**src/rtl/rmf_ram.sv**
```systemverilog
// ----------------------------------------------------------------------------
// rmf_ram
// Generic single-port-write, single-port-read RAM with registered read data.
// ----------------------------------------------------------------------------
module rmf_ram #(
  parameter int WIDTH = 8,
  parameter int DEPTH = 16
) (
  input  logic                     clk,
  input  logic                     wr_en,
  input  logic [$clog2(DEPTH)-1:0] wr_addr,
  input  logic [WIDTH-1:0]         wr_data,
  input  logic [$clog2(DEPTH)-1:0] rd_addr,
  output logic [WIDTH-1:0]         rd_data
);

  logic [WIDTH-1:0] mem [DEPTH];

  always_ff @(posedge clk) begin
    if (wr_en) begin
      mem[wr_addr] <= wr_data;
    end
    rd_data <= mem[rd_addr];
  end

endmodule

```
**config.mk**
```make
export PLATFORM = sky130hd
export DESIGN_NAME = rmf_ram
export DESIGN_NICKNAME = d
export VERILOG_FILES = /design/src/rtl/rmf_ram.sv
export SDC_FILE = /design/constraint.sdc
export NUM_CORES = 1
export LEC_CHECK = 0
export BUFFER_PORTS_ARGS = -buffer_cell sky130_fd_sc_hd__buf_4
export CAP_MARGIN = 20
export CORE_MARGIN = 2
export CORE_UTILIZATION = 56
export DETAILED_ROUTE_END_ITERATION = 8
export PLACE_DENSITY_LB_ADDON = 0.25
export SLEW_MARGIN = 20
export SYNTH_ARGS = -nofsm -noshare
export SYNTH_HDL_FRONTEND = slang
export SYNTH_SLANG_ARGS = --single-unit
```
**constraint.sdc**
```tcl
create_clock -name clk -period 2.8 [get_ports clk]
set_input_delay 0.28 -clock clk [delete_from_list [all_inputs] [get_ports clk]]
set_output_delay 0.28 -clock clk [all_outputs]
set_load 0.01 [all_outputs]
```
==> results.toml <==
[status]
outcome = "finished clean"

[floorplanning]
core_area_sq_um = 8806
num_rows = 34
die_h_microns = 99.88
initial_core_util = 0.5845
pin_count = 26
dieArea_sq_um = 9975
fp.dieW_microns = 99.88

[global_routing]
grt_pass1_wl_microns = 14080
overflow = 0
antenna_found_initial = 0
grt_pass1_vias = 2434
grt.total_usage = 0.2064
grt_max_degree = 33

[synth]
synth_xor_area_frac = 0
synth-compound-area-share = 0.02333
yosysUniqueCellTypes = 19
synth-simple-area-share = 0.03184
synth_top_family_by_area = "multiplexers"
yosysWarnings = 0
synth-seq-area-share = 0.7778
synthMuxAreaShare = 0.1502
synthAdderAreaFrac = 0
ys_ff_latch = 136
syn_avg_cell_area_sq_um = 22.48
synthCells = 229
synth_nets = 247
synth_area_sq_um = 5147

[clock_tree]
clock_sinks = 136
insertion_delay_ps = 520
postCtsSetupBuffers = 0
root_buffer = "clkbuf_8"
postCtsHoldBufs = 0
clk_pin_slew_ps = 60
clock_path_buffers = 2
numCtsBuffers = 17
cts_max_level = 4
cts_tree = "yes"
cts_resized = 0

[cells_and_area]
final_area_sq_um = 6021
final_nets = 288
final_cell_mix = "edfxtp_1 (128), buf_4 (32), mux4_2 (18)"
layout-drive-gt1-share = 0.2933
antennaDiodeCount = 0
layout_commonest_cell = "edfxtp_1"
final_core_util = 0.6837
fillCellCount = 558
syn_to_final_growth_pct = 16.97

[timing]
drv_slew = 0
worst_pin_slew_ps = 916.5
period_needed_ps = 1427
finClkSkew_ps = 6.410
whs_ps = 67.29
hold_viol_final = 0
grt_setup_unrepaired = "false"
finalSetupTns_ps = 0
setup_viol = 0
slew-limit-headroom = 0.3868
fin_crit_sh = 0.5097
fmax_mhz = 700.6

[setup_path]
cp_max_fo = 8
reg2reg_depth = 3
arrival_ps = 1570
r2r-start = "mem[10][2]"
critPathLaunchType = "primary input"
crit_path_end_kind = "flop"
required_ps = 2950
timing.rr.end = "rd_data[2]"
path_class = "in -> reg"
r2r_slack_ps = 1430

[power_and_ir_drop]
ir_worst_vdd_mv = 0.4954
p_leak_uw = 0.002038
seqPwrFrac = 0.490
combPwrFrac = 0.046
switchingPower_uw = 932.9
p_per_area_nw_per_um2 = 776.1
power.share.clock = 0.463
p_int_uw = 3740
switching_share = 0.1997

[placed_design]
dp_hpwl_microns = 5582
placed_cell_area_sq_um = 5436
io_buffers = 25
place.gp.congestion = 0.8045

[drt]
vias = 2418
wl_per_cell_microns = 23.94
routed_wl_microns = 9360
drtIter0Drc = 251
drtPass1Iterations = 5
avgViaCountPerCell = 6.184
drc = 0
ant_nets = 0

[worst_hold_path]
hp-start = "wr_data[4]"
hold_path.class = "in -> reg"
whs_path_depth = 1
whs_endpoint = "mem[7][4]"

[flow_run]
maxCapViolCount = 0
-- metal layers --
metal | wire (microns) | part of all wire | global-route usage
met3 | 869 | 0.093 | 0.03830
met2 | 4559 | 0.49 | 0.3077
met5 | 0 | 0 | 0
met4 | 209 | 0.022 | 0.1096
met1 | 3722 | 0.40 | 0.2968
-- stage by stage --
step,instances,setup slack [ps],total power [uW]
CTS,391,1356,4694
floorplan,229,1027,2450
global route,391,1344,4814
global placement,359,867.4,2544
detailed placement,359,839.2,2550
finish,391,1373,4673
-- critical path: stages --
cell and delay (ps):
buf_4 120, or3b_2 520, nor2_1 650
-- power groups by stage --
stage / sequential, uW / combinational [uW] / clock (uW)
4_1_cts: 2290 / 219 / 2180
3_5_place_dp: 2330 / 217 / 0
6_report: 2290 / 216 / 2160
5_1_grt: 2290 / 233 / 2290
3_3_place_gp: 2330 / 212 / 0
2_1_floorplan: 2330 / 116 / 0
-- kinds of logic (layout without fill, tap and decap cells) --
logic type	Yosys count	after routing
multiplexers	32	32
AND/OR/NAND/NOR	35	35
AO/OA/AOI/OAI	16	16
buffers and inverters	10	64
flip-flops	136	136
-- flip-flops by register name (all words and copies together), names as in the netlist --
register,cells
rd_data,8
mem,128
-- final cells by class --
type,instances,area [sq um],area share
Multi-Input combinational cell,83,1057,0.1756
Sequential cell,136,4004,0.6650
Tap cell,108,135.1,0.02244
Timing Repair Buffer,32,240.2,0.03990
Clock buffer,18,427.9,0.07107
Clock inverter,14,156.4,0.02598
-- synth_stat cells --
cell type,n,share of area
a22oi_1,16,0.023
and2_1,1,0.0012
and2b_1,1,0.0015
buf_2,3,0.0029
buf_4,1,0.0015
buf_6,3,0.0066
clkdlybuf4s25_2,3,0.0058
dfxtp_1,8,0.031
edfxtp_1,128,0.75
mux4_1,14,0.071
mux4_2,18,0.079
nand2_1,9,0.0066
nand2b_1,2,0.0024
nand3_1,1,0.00097
nand3b_1,2,0.0029
nor2_1,13,0.0095
nor2b_1,1,0.0012
nor3_1,4,0.0039
or3b_2,1,0.0017
-- worst max-delay path by stage --
stage	startpoint	endpoint	slack, ps
after global placement	rd_addr[0]	rd_data[2]	870
after floorplan	wr_addr[2]	mem[0][0]	1030
after detailed placement	wr_addr[2]	mem[1][4]	840
after CTS	wr_addr[2]	mem[1][6]	1360
after global routing	rd_addr[0]	rd_data[0]	1340
final	wr_addr[2]	mem[1][6]	1370
Power figures use the tool's default switching activity.
