<file path="config.mk">
export PLATFORM = sky130hd
export DESIGN_NAME = rmf_median9
export DESIGN_NICKNAME = d
export VERILOG_FILES = /design/src/rtl/rmf_pkg.sv /design/src/rtl/rmf_median9.sv
export SDC_FILE = /design/constraint.sdc
export NUM_CORES = 1
export LEC_CHECK = 0
export BUFFER_PORTS_ARGS = -buffer_cell sky130_fd_sc_hd__buf_2
export CELL_PAD_IN_SITES_DETAIL_PLACEMENT = 0
export CELL_PAD_IN_SITES_GLOBAL_PLACEMENT = 1
export CORE_MARGIN = 5
export CORE_UTILIZATION = 30
export DETAILED_ROUTE_END_ITERATION = 8
export PLACE_DENSITY_LB_ADDON = 0.08
export SETUP_SLACK_MARGIN = 0.3
export SYNTH_ARGS = -nofsm -noshare
export SYNTH_HDL_FRONTEND = slang
export SYNTH_SLANG_ARGS = --single-unit
</file>
<file path="constraint.sdc">
create_clock -name vclk -period 30.5
set_input_delay 6.1 -clock vclk [all_inputs]
set_output_delay 6.1 -clock vclk [all_outputs]
set_load 0.005 [all_outputs]
</file>
<file path="src/rtl/rmf_pkg.sv">
// ----------------------------------------------------------------------------
// rmf_pkg
// Shared types and constants for the three-channel 3x3 median filter.
// ----------------------------------------------------------------------------
package rmf_pkg;

  localparam int PIX_W          = 8;
  localparam int RGB_W          = 3 * PIX_W;
  localparam int WIN_N          = 9;

  localparam int DEF_MAX_WIDTH  = 2048;
  localparam int DEF_MAX_HEIGHT = 4096;

  localparam int FW_REG_W       = 12;
  localparam int FH_REG_W       = 13;
  localparam int CENTER_ROW_W   = 12;
  localparam int CENTER_COL_W   = 11;

  localparam int APB_ADDR_W     = 3;
  localparam int APB_DATA_W     = 32;

  localparam logic [FW_REG_W-1:0] FW_RESET = FW_REG_W'(640);
  localparam logic [FH_REG_W-1:0] FH_RESET = FH_REG_W'(480);

  // register index, taken from paddr[2]
  localparam logic REG_FRAME_WIDTH  = 1'b0;
  localparam logic REG_FRAME_HEIGHT = 1'b1;

  typedef logic [PIX_W-1:0] pix_t;
  typedef logic [RGB_W-1:0] rgb_t;

endpackage

</file>
<file path="src/rtl/rmf_median9.sv">
// ----------------------------------------------------------------------------
// rmf_median9
// Median of nine 8-bit values by a 19-exchange selection network.
// ----------------------------------------------------------------------------
module rmf_median9 import rmf_pkg::*; (
  input  pix_t v_in [WIN_N],
  output pix_t med
);

  function automatic logic [2*PIX_W-1:0] cx(input pix_t a, input pix_t b);
    // returns {max, min}
    if (a > b) begin
      return {a, b};
    end
    return {b, a};
  endfunction

  always_comb begin
    pix_t v [WIN_N];
    v = v_in;
    {v[2], v[1]} = cx(v[1], v[2]);
    {v[5], v[4]} = cx(v[4], v[5]);
    {v[8], v[7]} = cx(v[7], v[8]);
    {v[1], v[0]} = cx(v[0], v[1]);
    {v[4], v[3]} = cx(v[3], v[4]);
    {v[7], v[6]} = cx(v[6], v[7]);
    {v[2], v[1]} = cx(v[1], v[2]);
    {v[5], v[4]} = cx(v[4], v[5]);
    {v[8], v[7]} = cx(v[7], v[8]);
    {v[3], v[0]} = cx(v[0], v[3]);
    {v[8], v[5]} = cx(v[5], v[8]);
    {v[7], v[4]} = cx(v[4], v[7]);
    {v[6], v[3]} = cx(v[3], v[6]);
    {v[4], v[1]} = cx(v[1], v[4]);
    {v[5], v[2]} = cx(v[2], v[5]);
    {v[7], v[4]} = cx(v[4], v[7]);
    {v[2], v[4]} = cx(v[4], v[2]);
    {v[4], v[6]} = cx(v[6], v[4]);
    {v[2], v[4]} = cx(v[4], v[2]);
    med = v[4];
  end

endmodule

</file>
==> impl_metrics.ini, run 1 <==
[logic_synthesis]
synth_top_family_by_area = compound AO/OA/AOI/OAI gates
seq_area_frac_synth_pct = 0
synth_xor_area_share_pct = 0
synth_top_area_share_pct = 26.7
netlist_area_um2 = 6890
synth_compound_area_share_pct = 29.7
synth_top_area_cell = ha_1
ys_types = 77
yosysMostFrequentCell = ha_1
ys_warn_count = 0
syn_area_per_cell_um2 = 7.16
synth_fa_ha_area_share_pct = 27.0
muxShareOfSynthArea_pct = 16.8
synth_simple_gate_area_share_pct = 17.9
synth.area.top_cells = ha_1 (27%), mux2i_1 (13%), a21oi_1 (7.1%)
synthCells = 961
synthTopCellsByCount = ha_1 (147), inv_1 (107), a21oi_1 (97)
synth_nets = 1180

[drt]
vias = 6802
post_drt_wl_per_cell_um = 17.3
wirelength_um = 22500
drt-initial-drc-count = 316
dr.pass1.iters = 4
drc = 0
vias_per_cell = 5.21
ant_nets = 0

[timing]
finalSetupViolations = 0
tightest_slew_ns = 1.02
layout_setup_ws_ns = 1.81
rsz0062_at_grt = no
fmax_ghz = 0.0349
setup_tns_ns = 0
drv_slew = 0
post-route-min-period_ns = 28.69
finalCritPeriodShare_pct = 94.1
finalHoldViolCount = 0
slew_headroom_pct = 31.5

[final_layout]
synthToLayoutAreaGrowth_pct = 10.2
clock_buffers = 0
diodes = 0
seq_cell_count = 0
regArea_um2 = 0
nets = 1242
layout-drive-gt1-share_pct = 17.2

[floorplan]
start_util_pct = 30.4
core_um2 = 22600
rows = 55
fp.dieW_um = 161
ios = 80
die-area_um2 = 26100
die_y_um = 161

[placed_design]
gp_congestion = 0.851
port_buffers = 80
dp_slack_ns = 1.04
place_hpwl_um = 20400

[global_routing]
antenna_found_initial = 0
top_usage_layer = met2
grtUsageMet3_pct = 1.05
grt_pass1_vias = 6621
use_met1_pct = 23.1
grt_usage_pct = 16.6
overflow = 0
grt_pass1_wl_um = 35500
grt_max_degree = 24
met2_usage_pct = 29.3

[worst_setup_path]
crit_type = input pin to primary output
slowest_delay_ns = 0.46
required_ns = 24.40
arrival_ns = 22.59
crit_path_frequent_cell = o21ai_0
cp_slowest_cell = or3_2
worst_setup_path_end_kind = primary output
cp-start-kind = input pin
crit_fanout = 17

[flow_run]
drv_cap = 0

[status]
status = finished clean

[hold_path]
hp-class = input pin to primary output
## what timing repair did
item                       4_1_cts  5_1_grt
setup endpoints to repair        0        8
setup buffers                    0        3
resized for setup                0       13
hold buffers                     0        0
## worst max-delay path, delay by kind of cell
family                   cells  cell delay (ns)
adder cells (fa/ha/maj)     10             2.94
multiplexers                 7             2.07
buffers and inverters       11             1.63
AND/OR/NAND/NOR             22             3.25
AO/OA/AOI/OAI               36             6.59
## path summary, 6_finish.rpt
kind / start / end / slack (ns) / cells after the start
worst min-delay path: v_in[16] / med[0] / 13.11 / 7
worst max-delay path: v_in[25] / med[2] / 1.81 / 86
## through the flow
| step | instance area, um2 | hold slack, ns | instances | util [%] |
|---|---|---|---|---|
| 6_report | 7590 | 13.11 | 1306 | 33.5 |
| 5_1_grt | 7590 | 13.23 | 1306 | 33.5 |
| 4_1_cts | 7520 | 13.13 | 1303 | 33.2 |
| 3_5_place_dp | 7520 | 13.12 | 1303 | 33.2 |
| 3_3_place_gp | 7520 | 13.15 | 1303 | 33.2 |
| 2_1_floorplan | 6890 | 12.75 | 961 | - |
## final cells by class
class	count	area, um2
Fill cell	2522	15100
Multi-Input combinational cell	822	6340
Timing Repair Buffer	92	490
Inverter	107	402
Tap cell	285	357
## cells by family (layout without fill, tap and decap cells)
group | after synthesis | count (layout)
compound gates | 312 | 312
fa+ha+maj | 149 | 149
buf+inv | 139 | 199
mux | 112 | 112
simple gates | 249 | 249
## placed cells by master, fill, tap and decap left out, types with 4 or more instances in the layout
cell      instances
nor2_1           62
mux2_2           24
a21oi_1          97
o21a_1           24
nor3_1            7
buf_4            12
or2_2             4
nand2b_1         10
a21oi_2           9
ha_1            147
a21o_1           21
o21ai_1           8
nand4_1          17
inv_1           107
and2_1            9
buf_2            80
nand2_1          80
nand3_1          18
and3_1            6
a211oi_1         15
o211ai_1          4
o21ai_0          78
mux2i_1          86
nor2b_1          16
## per-layer routing
metal	part of all wire, %	up-vias
met1	50	3092
met4	1.2	0
li1	-	3630
met2	47	71
met5	0	-
met3	2.1	9
Power of run 1 is not shown: default switching activity piles up to over one toggle a cycle in this logic, so the estimate is an artifact.
==> run 2: changes to the inputs <==
- clock period: 30.5 -> 25.9 ns (I/O delays scaled with it)
==> run 2 against run 1 <==
Wire length grew 6.0%. First-iteration DRC count decreased by 13%. Non-clock buffer count is 65 higher. Setup slack worse by 0.53 ns. Critical endpoint is now med[7]. Largest cell class unchanged.
==> impl_metrics.ini, run 2 (synthesized netlist as in run 1, its figures left out) <==
[worst_setup_path]
crit_type = input pin to primary output
required_ns = 20.72
slowest_delay_ns = 0.40
crit_family = compound AO/OA/AOI/OAI gates
worst_setup_path_end_kind = primary output
startpoint = v_in[1]
arrival_ns = 19.44
crit_fanout = 19
path_buf_inv = 12
cp-start-kind = input pin
crit_path_frequent_cell = ha_1
cp_slowest_cell = mux2_2

[flow_run]
drv_cap = 0

[drt]
dr.pass1.iters = 5
post_drt_wl_per_cell_um = 17.4
vias_per_cell = 5.20
drc = 0
wirelength_um = 23900
ant_nets = 0
vias = 7131
drt-initial-drc-count = 274

[timing]
finalHoldViolCount = 0
finalSetupViolations = 0
tightest_slew_ns = 0.959
fmax_ghz = 0.0406
post-route-min-period_ns = 24.62
drv_slew = 0
slew_headroom_pct = 35.6
finalCritPeriodShare_pct = 95.1
rsz0062_at_grt = no

[final_layout]
final_util_pct = 38.4
seq_cell_count = 0
regArea_um2 = 0
clock_buffers = 0
nets = 1307
final_cell_mix = ha_1 (138), inv_1 (101), buf_2 (80)
diodes = 0
layout-drive-gt1-share_pct = 30.2
fill_cells = 2476
final_common_cell = ha_1
synthToLayoutAreaGrowth_pct = 26.3

[floorplan]
die-area_um2 = 26100
start_util_pct = 30.4
rows = 55
fp.dieW_um = 161
ios = 80
die_y_um = 161
core_um2 = 22600

[placed_design]
place_hpwl_um = 20600
port_buffers = 80
gp_congestion = 0.870

[global_routing]
grt_usage_pct = 17.1
grt_pass1_wl_um = 36600
grt_pass1_vias = 6852
grt_max_degree = 20
antenna_found_initial = 0
overflow = 0

[hold_path]
holdPathEnd = med[0]
hp-class = input pin to primary output
hp-start = v_in[16]
holdPathStages = 7

[status]
status = finished clean

[clock_network]
cts_hold_buffers = 0
[run 2: cell types whose count changed in the layout (fill, tap and decap cells not counted), moves of 11 or more]
cell / delta
mux2i_1: -19
buf_4: +54
mux2i_4: +11
o21ai_0: -17
a21oi_2: +18
a21oi_1: -18
[run 2: cell type report]
type | count | area (um2) | share of cell area (%)
inverter | 107 | 402 | 4.62
tap | 285 | 357 | 4.10
timing repair buffer | 157 | 1020 | 11.8
multi-input combinational | 822 | 6920 | 79.5
[run 2: metal layers]
layer	routed length, um	GRT usage (%)	vias up
li1	-	-	3749
met1	11500	23.6	3270
met2	11500	30.7	99
met3	632	0.944	13
met4	224	1.01	0
met5	0	0	-
[run 2: worst max path at each step]
stage | to | slack, ns | cells past startpoint
floorplan | med[4] | 0.34 | 89
global placement | med[2] | -0.03 | 83
detailed placement | med[2] | -0.11 | 82
CTS | med[2] | 0.39 | 84
global route | med[7] | 0.15 | 86
finish | med[7] | 1.28 | 81
[run 2: worst min-delay path: cells and delay by family]
| kind | cells | cell delay (ns) |
|---|---|---|
| AOI/OAI and AO/OA | 3 | 0.44 |
| buffers and inverters | 3 | 0.32 |
| muxes | 1 | 0.14 |
[run 2: metrics by stage]
step	instances	cell area (um2)	worst slack, ns	hold WS (ns)	setup TNS [ns]
final	1371	8700	1.28	11.25	0
after global routing	1371	8700	0.154	11.34	0
after CTS	1328	7770	0.387	11.32	0
after detailed placement	1326	7710	-0.106	11.28	-0.191
after global placement	1326	7710	-0.0280	11.31	-0.0426
after floorplan	961	6890	0.342	10.91	0
[run 2: timing repair]
item                                    4_1_cts  5_1_grt
hold endpoints to repair                      0        0
pin swaps                                     1       31
endpoints found under the setup margin        8        8
buffers inserted                              2       41
resized for setup                            18      135
gates cloned                                  0        2
Power of run 2 is left out for the same reason.
==> run 3: changes to the inputs <==
- ABC_AREA: not set -> 1
==> run 3 against run 2 <==
Maximum frequency up 3.0%. Final cell count up 3.9%. Setup slack better by 0.72 ns. Largest cell class unchanged. Highest routed layer unchanged. Area after synthesis down 9.4%. Critical path type unchanged. Sequential share of layout area unchanged. Non-clock buffer count down 73.
==> impl_metrics.ini, run 3 <==
[timing]
finalCritPeriodShare_pct = 92.3
finalSetupViolations = 0
fmax_ghz = 0.0418
post-route-min-period_ns = 23.90
setup_tns_ns = 0
finalHoldViolCount = 0
tightest_slew_ns = 0.925
drv_slew = 0
rsz0062_at_grt = no
slew_headroom_pct = 38.3

[floorplan]
fp.dieW_um = 154
die_y_um = 154
core_um2 = 20400
ios = 80
die-area_um2 = 23800
rows = 52
start_util_pct = 30.6

[worst_setup_path]
worst_setup_path_end_kind = primary output
crit_path_frequent_cell = nand2_1
arrival_ns = 18.72
slowest_delay_ns = 0.54
required_ns = 20.72
cp-start-kind = input pin
crit_type = input pin to primary output
startpoint = v_in[7]
cp_slowest_cell = o21ai_0
crit_fanout = 31

[global_routing]
grt_pass1_vias = 6389
antenna_found_initial = 0
overflow = 0
grt_max_degree = 32
grt_pass1_wl_um = 31900
grt_usage_pct = 15.9

[drt]
vias_per_cell = 4.73
dr.pass1.iters = 7
drt-initial-drc-count = 359
vias = 6736
ant_nets = 0
drc = 0
wirelength_um = 19500
post_drt_wl_per_cell_um = 13.7

[final_layout]
final_cell_mix = nand2_1 (336), o21ai_0 (182), ha_1 (147)
seq_cell_count = 0
nets = 1376
clock_buffers = 0
final_common_cell = nand2_1
diodes = 0
fill_cells = 2340
layout-drive-gt1-share_pct = 12.7
regArea_um2 = 0
synthToLayoutAreaGrowth_pct = 10.6

[logic_synthesis]
synth_nets = 1323
synth.area.top_cells = ha_1 (30%), nand2_1 (20%), o21ai_0 (15%)
yosysMostFrequentCell = nand2_1
syn_area_per_cell_um2 = 5.65
seq_area_frac_synth_pct = 0
synth_top_area_cell = ha_1
synthTopCellsByCount = nand2_1 (336), o21ai_0 (192), ha_1 (147)
synth_top_area_share_pct = 29.5
ys_warn_count = 0
netlist_area_um2 = 6230
synthCells = 1104
ys_types = 34

[placed_design]
gp_congestion = 0.849
port_buffers = 80
place_hpwl_um = 17600

[status]
status = finished clean

[flow_run]
drv_cap = 0

[clock_network]
cts_setup_buffers = 0

[hold_path]
hp-start = v_in[18]
hp-class = input pin to primary output
==> run 3: cell count changes in the layout (fill, tap and decap cells not counted), moves of 18 or more <==
| cell | delta |
|---|---|
| a21o_1 | -19 |
| inv_1 | +22 |
| a21oi_1 | -19 |
| a21oi_2 | -27 |
| mux2i_1 | -67 |
| o21ai_1 | +18 |
| o21a_1 | -24 |
| mux2_2 | -23 |
| nand2_2 | +26 |
| o21ai_0 | +121 |
| nand2_1 | +259 |
| buf_4 | -62 |
==> run 3: through the flow <==
| stage | utilization (%) | std cells | hold slack, ns | cell area (um2) | setup slack [ns] |
|---|---|---|---|---|---|
| after floorplan | - | 1104 | 10.90 | 6230 | 3.62 |
| after CTS | 33.7 | 1424 | 11.31 | 6860 | 1.48 |
| final | 33.9 | 1425 | 11.28 | 6900 | 2.00 |
| after global placement | 33.7 | 1424 | 11.29 | 6860 | 1.50 |
| after detailed placement | 33.7 | 1424 | 11.31 | 6860 | 1.51 |
| after global routing | 33.9 | 1425 | 11.43 | 6900 | 0.334 |
==> run 3: cell type report <==
class / count / area [um2] / area share (%)
Multi-Input combinational cell: 936 / 5610 / 81.3
Tap cell: 270 / 338 / 4.90
Timing Repair Buffer: 84 / 430 / 6.24
Timing Repair inverter: 1 / 5.00 / 0.0726
Inverter: 134 / 514 / 7.46
==> run 3: routing by layer <==
metal  vias up  track usage (%)  wire [um]
met5         -                0          0
met4         0             1.56        251
met3         6            0.197        353
met2        87             26.9       8680
met1      2827             23.5      10200
li1       3816                -          -
==> run 3: path summary, 6_finish.rpt <==
kind                  depth (start not counted)      to  slack, ns
worst min-delay path                          8  med[2]      11.28
worst max-delay path                         78  med[1]       2.00
==> run 3: timing repair <==
action | CTS | global route
endpoints found under the setup margin | 0 | 8
hold buffers | 0 | 0
gates resized for setup | 0 | 15
==> run 3: cell families (layout without fill, tap and decap cells) <==
logic type / after synthesis / after routing / share of synthesized area, %
simple gates: 481 / 481 / 33.5
compound gates: 308 / 308 / 26.6
buf+inv: 168 / 219 / 10.4
fa+ha+maj: 147 / 147 / 29.5
==> run 3: critical path, delay by kind of cell <==
family	cells	cell delay, ns
buffers and inverters	16	2.41
adder cells (fa/ha/maj)	9	2.79
AO/OA/AOI/OAI	16	3.95
AND/OR/NAND/NOR	37	4.41
Power of run 3 is left out for the same reason.
